## src/rtl/fpa_pkg.sv

```systemverilog
package fpa_pkg;

  localparam int unsigned FracBits = 8;
  localparam int unsigned DataW    = 32;
  localparam int unsigned DivW     = DataW + FracBits;
  localparam int unsigned QDepth   = 4;
  localparam int unsigned QPtrW    = 2;

  typedef enum logic [3:0] {
    OpAdd      = 4'd0,
    OpSub      = 4'd1,
    OpMul      = 4'd2,
    OpDiv      = 4'd3,
    OpMin      = 4'd4,
    OpMax      = 4'd5,
    OpInc      = 4'd6,
    OpDec      = 4'd7,
    OpIntToFix = 4'd8,
    OpFixToInt = 4'd9
  } opcode_e;

  // Classified work handed from the front part to the back part.
  typedef struct packed {
    logic [3:0]              opcode;
    logic signed [DataW-1:0] a;
    logic signed [DataW-1:0] b;
    logic                    gt;
    logic                    lt;
    logic                    eq;
    logic                    dz;
  } op_t;

  typedef struct packed {
    logic signed [DataW-1:0] res;
    logic                    gt;
    logic                    lt;
    logic                    eq;
    logic                    dz;
  } res_t;

endpackage

```

## src/rtl/fpa_front.sv

```systemverilog
module fpa_front (
  input  logic                              clk_i,
  input  logic                              rst_ni,
  input  logic                              push_i,
  output logic                              full_o,
  input  logic [3:0]                        opcode_i,
  input  logic signed [fpa_pkg::DataW-1:0] a_raw_i,
  input  logic signed [fpa_pkg::DataW-1:0] b_raw_i,
  output logic                              valid_o,
  input  logic                              ready_i,
  output fpa_pkg::op_t                      op_o
);
  import fpa_pkg::*;

  // Queue between the front and the back part.
  op_t              mem_q [QDepth];
  logic [QPtrW-1:0] wptr_q, wptr_d, rptr_q, rptr_d;
  logic [QPtrW:0]   cnt_q, cnt_d;
  op_t              cls;
  logic             do_push, do_pop;

  always_comb begin
    cls.opcode = opcode_i;
    cls.a      = a_raw_i;
    cls.b      = b_raw_i;
    cls.gt     = a_raw_i > b_raw_i;
    cls.lt     = a_raw_i < b_raw_i;
    cls.eq     = a_raw_i == b_raw_i;
    cls.dz     = (opcode_i == OpDiv) && (b_raw_i == '0);
  end

  assign full_o  = cnt_q == (QPtrW+1)'(QDepth);
  assign valid_o = cnt_q != '0;
  assign op_o    = mem_q[rptr_q];
  assign do_push = push_i && !full_o;
  assign do_pop  = valid_o && ready_i;

  always_comb begin
    wptr_d = do_push ? wptr_q + 1'b1 : wptr_q;
    rptr_d = do_pop ? rptr_q + 1'b1 : rptr_q;
    cnt_d  = cnt_q + (QPtrW+1)'(do_push) - (QPtrW+1)'(do_pop);
  end

  always_ff @(posedge clk_i or negedge rst_ni) begin
    if (!rst_ni) begin
      wptr_q <= '0;
      rptr_q <= '0;
      cnt_q  <= '0;
    end else begin
      wptr_q <= wptr_d;
      rptr_q <= rptr_d;
      cnt_q  <= cnt_d;
    end
  end

  always_ff @(posedge clk_i) begin
    if (do_push) begin
      mem_q[wptr_q] <= cls;
    end
  end

endmodule

```

## config.mk

```make
export PLATFORM = sky130hd
export DESIGN_NAME = fpa_front
export DESIGN_NICKNAME = d
export VERILOG_FILES = /design/src/rtl/fpa_pkg.sv /design/src/rtl/fpa_front.sv
export SDC_FILE = /design/constraint.sdc
export NUM_CORES = 1
export LEC_CHECK = 0
export BUFFER_PORTS_ARGS = -buffer_cell sky130_fd_sc_hd__buf_2
export CORE_ASPECT_RATIO = 1.25
export CORE_MARGIN = 1.5
export CORE_UTILIZATION = 55
export CTS_CLUSTER_DIAMETER = 100
export CTS_CLUSTER_SIZE = 8
export DETAILED_ROUTE_END_ITERATION = 8
export PLACE_DENSITY = 0.76
export REMOVE_ABC_BUFFERS = 1
export SYNTH_ARGS = -nofsm -noshare
export SYNTH_HDL_FRONTEND = slang
export SYNTH_SLANG_ARGS = --single-unit
```

## constraint.sdc

```tcl
create_clock -name clk_i -period 8.3 [get_ports clk_i]
set_input_delay 0 -clock clk_i [delete_from_list [all_inputs] [get_ports clk_i]]
set_output_delay 0 -clock clk_i [all_outputs]
set_load 0.01 [all_outputs]
```

==> impl_metrics.tcl, run 1 <==
set metrics [dict create \
    outcome "complete, no violations" \
    number_of_buffers_inserted_by_port_buffering 145 \
    post-route-drc-count 0 \
    synth_simple_gate_area_share_pct 2.39 \
    power_density_nw_per_um2 337 \
    multi_input_comb_area_um2 2640 \
    critical_path_class "reg -> out" \
    global_route.overflow_total 0 \
    timing.final.crit_share_pct 36.3 \
    critical_path.endpoint_type "output port" \
    timing.final.hold_violations 0 \
    synth_area_um2 11700 \
    hold_class "in -> reg" \
    slew_headroom_pct 23.1 \
    p_leak_nw 5.29 \
    vias_per_cell 5.67 \
    maximum_number_of_pins_on_one_net_before_global_route_repair 74 \
    grt_setup_unrepaired "no" \
    yosys_register_bits 295 \
    vias 6070 \
    antenna-diode-count 0 \
    yosysUniqueCellTypes 36 \
    post_route_cells_drive_above_1_share_pct 34.0 \
    clkSlewWorstSetupHoldPaths_ns 0.05 \
    cp.buffers_inverters 2 \
    hold-path-cell-count 2 \
    cts_tree "built" \
    post-route-worst-setup-slack_ns 5.29 \
    synth-compound-area-share_pct 1.44 \
    synth-adder-area-share_pct 4.25 \
    dp_slack_ns 5.72 \
    globalRouteMet1Util_pct 28.9 \
    synthArstFlopShare_pct 2.37 \
    initialDrtViolationCount 438 \
    die_width_um 133 \
    synth_area_leader_cell "edfxtp_1" \
    drv.max_cap_violation_count 0 \
    cp_slowest_stage_delay_ns 0.91 \
    slowest_stage "dfrtp_4" \
    worst_clock_skew_ns 0.0135 \
    synth-edff-count 288 \
    grtUsageMet3_pct 3.88 \
    finalWorstPathRequiredPeriod_ns 3.01 \
    rows 59 \
    hold_path_startpoint "a_raw_i[19]" \
    boundary_pin_count 146 \
    worst_case_vdd_ir_drop_v 0.000375 \
    die_height_um 166 \
    yosys-mux-area-fraction_pct 14.1 \
    timing.final.max_slew_violations 0 \
    clock.fmax_mhz 332 \
    synth_flop_cell "edfxtp_1" \
    setup_total_negative_slack_ns 0 \
    die_area_um2 22100 \
    synth_xor_xnor_area_share_pct 0.375 \
    synthesis.yosys.warnings 0 \
    largest_family_of_logic_cells_by_synthesized_area "multiplexers" \
    number_of_global_route_vias_before_repair 6876 \
    critPathArrivalTime_ns 3.01 \
    crit-reg2reg-capture "mem_q[2][43]$_DFFE_PP_" \
    tightest_slew_ns 1.15 \
    postSynthAreaPerCell_um2 21.5 \
    fin_nets 899 \
    detail_route.wirelength_um 24400 \
    reg_to_reg_slack_setup_ns 5.80 \
    post_dp_hpwl_um 13800 \
    globalRouteMet2Util_pct 41.7 \
    setup_viol 0 \
    area_growth_syn_to_layout_pct 24.5 \
    clock-root-buffer "clkbuf_16" \
    synth.most_common_cell "edfxtp_1" \
    cts_repair_resize_count 0 \
    ys_top_cells_by_count "edfxtp_1, mux4_2, inv_1" \
    layout.core_utilization_pct 69.8 \
    floorplan.core_area_um2 20800 \
    synth_top_cells_by_area "edfxtp_1, mux4_2, ha_1, dfrtp_1, inv_1" \
    global_route.usage.total_pct 23.1 \
    top_area_cell_type_share_of_the_netlist_area_pct 74.1 \
    cts.sink_count 295 \
    cts_buffer_depth 3 \
    htree_num_levels 2 \
    cts-buffers-inserted 42 \
    crit_path_max_delay_family "buffers and inverters" \
    crit_chain "buf_4 -> mux4_2 -> buf_2" \
    drt_pre_antenna_iters 5 \
    ys_seq_area_share_pct 75.6 \
    detail_route.wl_per_cell_um 22.8 \
    routabilityCongestion 0.696 \
    reg2reg_from "cnt_q[2]$_DFF_PN0_" \
    grt_antenna_before_repair 0 \
    globalRoute.busiestLayer "met2" \
    cp.required_ns 8.30 \
    clk_latency_ns 0.51 \
    start_util_pct 56.1 \
    timing.critical_path.fanout_max 39 \
    ant_nets 0 \
    worstRegToRegCells 3 \
    grt_pass1_wl_um 38600 \
    netlist_instances 543 \
    seqCellArea_um2 8830 \
    whs_endpoint "mem_q[1][55]$_DFFE_PP_" \
    filler_cell_count 1320 \
    worst_setup_path_start_kind "register" \
]
## metrics by stage
stage | hold slack (ns) | instance area [um2] | std cells | power (mW)
floorplan | -0.296 | 11600 | 526 | 2.96
CTS | 0.256 | 14500 | 1070 | 4.95
global placement | -0.167 | 12700 | 946 | 3.39
finish | 0.265 | 14500 | 1070 | 4.89
detailed placement | -0.155 | 12700 | 946 | 3.43
global route | 0.267 | 14500 | 1070 | 5.11
## cells in the final DEF (no fill, tap or decap), drive strengths merged, types with 2 or more instances in the layout
| cell | n |
|---|---|
| dfrtp | 7 |
| edfxtp | 288 |
| clkbuf | 51 |
| nand3 | 5 |
| nor2 | 5 |
| o21ai | 4 |
| nand2 | 11 |
| nor4 | 9 |
| mux4 | 72 |
| a21o | 2 |
| dlygate4sd3 | 72 |
| inv | 40 |
| xnor2 | 4 |
| mux2i | 2 |
| and2 | 5 |
| nor2b | 2 |
| nand4 | 8 |
| a21oi | 11 |
| buf | 146 |
| ha | 38 |
## power breakdown
group | leakage [nW] | switching [mW] | internal, mW
clock | 0.544 | 0.557 | 0.917
combinational | 2.01 | 0.626 | 0.612
sequential | 2.73 | 0.202 | 1.98
total | 5.29 | 1.39 | 3.50
## kinds of logic (layout without fill, tap and decap cells)
logic type               Yosys count  in the layout
buffers and inverters             56            309
AND/OR/NAND/NOR                   51             51
flip-flops                       295            295
XOR/XNOR                           5              5
multiplexers                      74             74
AO/OA/AOI/OAI                     23             23
adder cells (fa/ha/maj)           39             39
## state kept, by name (all words and copies together) (netlist names)
| register | count |
|---|---|
| cnt_q | 3 |
| rptr_q | 2 |
| wptr_q | 2 |
| mem_q | 288 |
## worst max path at each step
stage,start,end,cells after the start
detailed placement,rptr_q[0]$_DFFE_PN0P_,op_o[36],3
CTS,rptr_q[0]$_DFFE_PN0P_,op_o[36],3
global placement,rptr_q[0]$_DFFE_PN0P_,op_o[36],3
finish,rptr_q[0]$_DFFE_PN0P_,op_o[36],3
floorplan,rptr_q[0]$_DFFE_PN0P_,op_o[0],1
global route,rptr_q[0]$_DFFE_PN0P_,op_o[36],3
## cell type report
class | count | area share, %
Clock buffer | 51 | 7.61
Clock inverter | 1 | 0.0603
Inverter | 39 | 1.01
Multi-Input combinational cell | 192 | 18.2
Sequential cell | 295 | 60.8
Tap cell | 274 | 2.36
Timing Repair Buffer | 218 | 10.0
## metal layers
| layer | wire [um] | vias to the layer above |
|---|---|---|
| met5 | 0 | - |
| li1 | - | 2706 |
| met3 | 1250 | 41 |
| met4 | 452 | 0 |
| met1 | 9470 | 3099 |
| met2 | 13200 | 224 |
## what timing repair did
| item | in CTS | in global routing |
|---|---|---|
| hold endpoints to repair | 282 | 0 |
| hold buffers | 72 | 0 |
| buffers inserted | 0 | 0 |
Power figures use the tool's default switching activity.
==> run 2: changes to the inputs <==
Clock period 8.3 ns to 2.9 ns, I/O delays scaled along.
==> impl_metrics.tcl, run 2 (same netlist as run 1, synthesis figures left out) <==
set metrics [dict create \
    timing.final.max_slew_violations 0 \
    antenna-diode-count 0 \
    cts_hold_repair.buffers 72 \
    totalPowerFinal_mw 14.2 \
    number_of_global_route_vias_before_repair 6794 \
    grt_setup_unrepaired "no" \
    detail_route.wl_per_cell_um 22.5 \
    rows 59 \
    global_route.usage.total_pct 22.9 \
    start_util_pct 56.1 \
    cp.buffers_inverters 2 \
    die_height_um 166 \
    dp_slack_ns 0.524 \
    crit_path_max_delay_family "flip-flops" \
    post-route-worst-setup-slack_ns 0.513 \
    cp.required_ns 2.90 \
    worst_case_vdd_ir_drop_v 0.000985 \
    grt_antenna_before_repair 0 \
    die_area_um2 22100 \
    mostFrequentLayoutCell "edfxtp_1" \
    clock-root-buffer "clkbuf_16" \
    ant_nets 0 \
    area_growth_syn_to_layout_pct 26.0 \
    htree_num_levels 2 \
    post_cts_buffers 0 \
    critPathArrivalTime_ns 2.39 \
    clock.fmax_mhz 419 \
    mostFrequentLayoutCells "edfxtp_1, buf_2, mux4_2, dlygate4sd3_1, clkbuf_16" \
    cts-buffers-inserted 42 \
    layout_top_registers "mem_q x288, cnt_q x3" \
    finalWorstPathRequiredPeriod_ns 2.39 \
    post-route-drc-count 0 \
    timing.final.hold_violations 0 \
    hold_class "in -> reg" \
    finalNonFillerCells 1083 \
    boundary_pin_count 146 \
    vias_per_cell 5.75 \
    critical_path_class "reg -> out" \
    slowest_stage "dfrtp_4" \
    timing.final.crit_share_pct 82.3 \
    power_density_nw_per_um2 963 \
    detail_route.wirelength_um 24400 \
    outcome "complete, no violations" \
    timing.critical_path.fanout_max 23 \
    maximum_number_of_pins_on_one_net_before_global_route_repair 45 \
    cts_tree "built" \
    clkSlewWorstSetupHoldPaths_ns 0.05 \
    cts_repair_resize_count 0 \
    drt_pre_antenna_iters 5 \
    slew_headroom_pct 51.5 \
    initialDrtViolationCount 454 \
    worst_setup_path_start_kind "register" \
    cp_slowest_stage_delay_ns 0.75 \
    critical_path.endpoint_type "output port" \
    vias 6230 \
    tightest_slew_ns 0.727 \
    grt_pass1_wl_um 38000 \
    cts_buffer_depth 3 \
    drv.max_cap_violation_count 0 \
    post_dp_hpwl_um 14700 \
    post_route_cells_drive_above_1_share_pct 35.1 \
    floorplan.core_area_um2 20800 \
    crit_chain "buf_4 -> mux4_2 -> buf_2" \
    clk_latency_ns 0.50 \
    p_leak_nw 5.37 \
    number_of_flip_flops_in_the_largest_register 288 \
    numPlacedInstances 959 \
    global_route.overflow_total 0 \
    largest_register "mem_q" \
    worst_clock_skew_ns 0.00850 \
    routabilityCongestion 0.757 \
    setup_viol 0 \
    cts.sink_count 295 \
    fin_nets 912 \
    die_width_um 133 \
    number_of_buffers_inserted_by_port_buffering 145 \
    filler_cell_count 1314 \
]
-- run 2: changes by cell type in the layout (fill, tap and decap cells not counted) --
cell / delta
buf_4: +7
buf_12: +6
-- run 2: worst paths after layout --
path                                            start                endpoint  slack [ns]  cells after the start
worst min-delay path                      a_raw_i[19]  mem_q[2][55]$_DFFE_PP_        0.28                      2
worst max-delay path            rptr_q[0]$_DFFE_PN0P_                 op_o[6]        0.51                      3
worst min register to register     cnt_q[2]$_DFF_PN0_      cnt_q[2]$_DFF_PN0_        0.53                      1
min in group asynchronous                      rst_ni      cnt_q[1]$_DFF_PN0_        0.47                      3
max in group asynchronous                      rst_ni   rptr_q[0]$_DFFE_PN0P_        2.14                      3
worst max register to register     cnt_q[1]$_DFF_PN0_      cnt_q[2]$_DFF_PN0_        0.53                      9
-- run 2: area by class of cell --
| class | count | area [um2] | share of cell area, % |
|---|---|---|---|
| repair buffers | 231 | 1630 | 11.1 |
| inverters | 39 | 146 | 0.996 |
| multi-input cells | 192 | 2640 | 17.9 |
| well taps | 274 | 343 | 2.33 |
| flip-flops and latches | 295 | 8830 | 60.1 |
| clock inverters | 1 | 8.76 | 0.0596 |
| clock buffers | 51 | 1110 | 7.52 |
-- run 2: through the flow --
| step | hold WS, ns | instance area (um2) | util [%] | setup TNS, ns |
|---|---|---|---|---|
| detailed placement | -0.157 | 12900 | 61.8 | 0 |
| floorplan | -0.296 | 11600 | - | -95.63 |
| CTS | 0.255 | 14700 | 70.6 | 0 |
| global placement | -0.168 | 12900 | 61.8 | 0 |
| global route | 0.269 | 14700 | 70.6 | 0 |
| finish | 0.275 | 14700 | 70.6 | 0 |
-- run 2: worst reg2reg max path, stage by stage (launching register included) --
cell and delay, ns:
dfrtp_1 0.42, or3_1 0.38, and2_1 0.21, ha_1 0.28, inv_1 0.06, ha_1 0.14
inv_1 0.05, fa_1 0.37, xnor2_1 0.21, xnor2_1 0.16
-- run 2: where the power goes --
part,total (mW),internal [mW],leakage (nW),switching [mW]
logic,3.89,1.90,2.10,1.99
registers,6.08,5.63,2.73,0.448
clock network,4.19,2.62,0.544,1.57
total,14.2,10.2,5.37,4.00
-- run 2: layer usage --
metal / GRT usage [%] / routed length (um)
met5: 0 / 0
met4: 7.33 / 561
met2: 40.3 / 13100
met3: 4.46 / 1370
met1: 28.6 / 9370
==> run 3: changes to the inputs <==
Settings changed: CORE_UTILIZATION 55 to 52.
Clock period 2.9 ns to 2.1 ns, I/O delays scaled along.
==> impl_metrics.tcl, run 3 (same netlist as run 1, synthesis figures left out) <==
set metrics [dict create \
    cp.required_ns 2.48 \
    post_dp_hpwl_um 14900 \
    rows 61 \
    post-route-drc-count 0 \
    worst_setup_path_start_kind "register" \
    number_of_flip_flops_in_the_largest_register 288 \
    worst_clock_skew_ns 0.0136 \
    cts_buffer_depth 3 \
    antenna-diode-count 0 \
    area_growth_syn_to_layout_pct 31.8 \
    mostFrequentLayoutCells "edfxtp_1, buf_2, mux4_2" \
    cts-buffers-inserted 42 \
    global_route.usage.total_pct 22.2 \
    crit_chain "or3_4 -> and2_4 -> ha_4 -> inv_4 -> ha_4 -> inv_2 -> fa_2 -> xnor2_2 -> xnor2_1" \
    routabilityCongestion 0.771 \
    worst_case_vdd_ir_drop_v 0.000921 \
    layout_top_registers "mem_q x288, cnt_q x3" \
    finalHoldWorstSlack_ns 0.0275 \
    post_route_cells_drive_above_1_share_pct 39.7 \
    start_util_pct 52.7 \
    ant_nets 0 \
    clkSlewWorstSetupHoldPaths_ns 0.05 \
    hold_class "in -> reg" \
    vias 6423 \
    floorplan.core_area_um2 22100 \
    final_area_um2 15400 \
    cp.buffers_inverters 2 \
    initialDrtViolationCount 357 \
    number_of_buffers_inserted_by_port_buffering 145 \
    grt_setup_unrepaired "yes" \
    global_route.overflow_total 0 \
    outcome "complete, but fails checks" \
    timing.final.max_slew_violations 0 \
    drv.max_cap_violation_count 0 \
    die_area_um2 23400 \
    timing.final.crit_share_pct 103 \
    power_density_nw_per_um2 1320 \
    cp_common_cell "ha_4" \
    boundary_pin_count 146 \
    mostFrequentLayoutCell "edfxtp_1" \
    crit_path_max_delay_family "adder cells" \
    cts_tree "built" \
    maximum_number_of_pins_on_one_net_before_global_route_repair 54 \
    htree_num_levels 2 \
    slew_headroom_pct 63.1 \
    cp_slowest_stage_delay_ns 0.39 \
    dp_slack_ns -0.169 \
    setup_viol 1 \
    timing.critical_path.fanout_max 2 \
    clock-root-buffer "clkbuf_16" \
    grt_antenna_before_repair 0 \
    tightest_slew_ns 0.549 \
    fin_nets 954 \
    critPathArrivalTime_ns 2.54 \
    critical_path.endpoint_type "register" \
    filler_cell_count 1417 \
    die_height_um 170 \
    layout.core_utilization_pct 69.5 \
    die_width_um 137 \
    largest_register "mem_q" \
    vias_per_cell 5.66 \
    post-route-worst-setup-slack_ns -0.0637 \
    p_leak_nw 5.71 \
    critical_path_class "reg -> reg" \
    detail_route.wl_per_cell_um 22.7 \
    grt_pass1_wl_um 38600 \
    drt_pre_antenna_iters 4 \
    number_of_global_route_vias_before_repair 7108 \
    postPlaceCellArea_um2 13200 \
    setup_total_negative_slack_ns -0.0637 \
    violations "setup timing" \
    detail_route.wirelength_um 25700 \
    finalWorstPathRequiredPeriod_ns 2.16 \
    cts.sink_count 295 \
    slowest_stage "or3_4" \
    timing.final.hold_violations 0 \
    clock.fmax_mhz 462 \
    clk_latency_ns 0.51 \
]
-- run 3: changes by cell type in the layout (fill, tap and decap cells not counted), moves of 5 or more --
cell / previous run / this run
buf_2: 145 / 118
buf_4: 8 / 47
buf_6: 0 / 18
dlymetal6s4s_1: 0 / 7
ha_1: 38 / 33
ha_4: 0 / 5
-- run 3: power breakdown --
group	leakage (nW)	switching [mW]	internal [mW]
Combinational	2.44	3.26	3.14
Clock	0.544	2.15	3.62
Sequential	2.73	0.302	7.78
-- run 3: per-layer routing --
metal / wire length (um) / vias to the layer above / global-route usage, %
li1: - / 2828 / -
met2: 14100 / 214 / 40.6
met4: 509 / 0 / 6.22
met1: 9670 / 3333 / 26.5
met3: 1460 / 48 / 4.65
met5: 0 / - / 0
-- run 3: final cells by class --
type	instances	area [um2]	area share [%]
tap	283	354	2.30
clock buffer	51	1110	7.19
multi-input combinational	192	2750	17.8
clock inverter	1	8.76	0.0569
timing repair buffer	273	2190	14.2
sequential	295	8830	57.4
inverter	39	149	0.968
-- run 3: what timing repair did --
action | CTS | global route
hold endpoints to repair | 279 | 20
setup endpoints to repair | 50 | 63
hold buffers | 73 | 5
gates resized for setup | 27 | 29
buffers inserted | 1 | 3
pin swaps | 6 | 10
cloned | 0 | 1
-- run 3: worst paths after layout --
check                                   start                    end  slack, ns  cells after the start
setup / recovery           cnt_q[0]$_DFF_PN0_     cnt_q[2]$_DFF_PN0_      -0.06                      9
hold / removal                         push_i  wptr_q[1]$_DFFE_PN0P_       0.03                      4
setup reg to reg           cnt_q[0]$_DFF_PN0_     cnt_q[2]$_DFF_PN0_      -0.06                      9
hold reg to reg            cnt_q[2]$_DFF_PN0_     cnt_q[2]$_DFF_PN0_       0.57                      2
max in group asynchronous              rst_ni  rptr_q[0]$_DFFE_PN0P_       1.32                      3
min in group asynchronous              rst_ni  wptr_q[1]$_DFFE_PN0P_       0.48                      3
-- run 3: worst reg2reg max path, delay by kind of cell (launching register included) --
family | cells | cell delay, ns
buffers and inverters | 2 | 0.10
DFF | 1 | 0.38
adders and majority gates | 3 | 0.74
and+or+nand+nor | 2 | 0.55
xor gates and xnor gates | 2 | 0.28
-- run 3: metrics by stage --
step,power [mW],instances
6_report,20.3,1134
5_1_grt,21.1,1134
4_1_cts,20.3,1131
3_5_place_dp,14.0,1005
3_3_place_gp,13.8,1005
2_1_floorplan,11.4,526
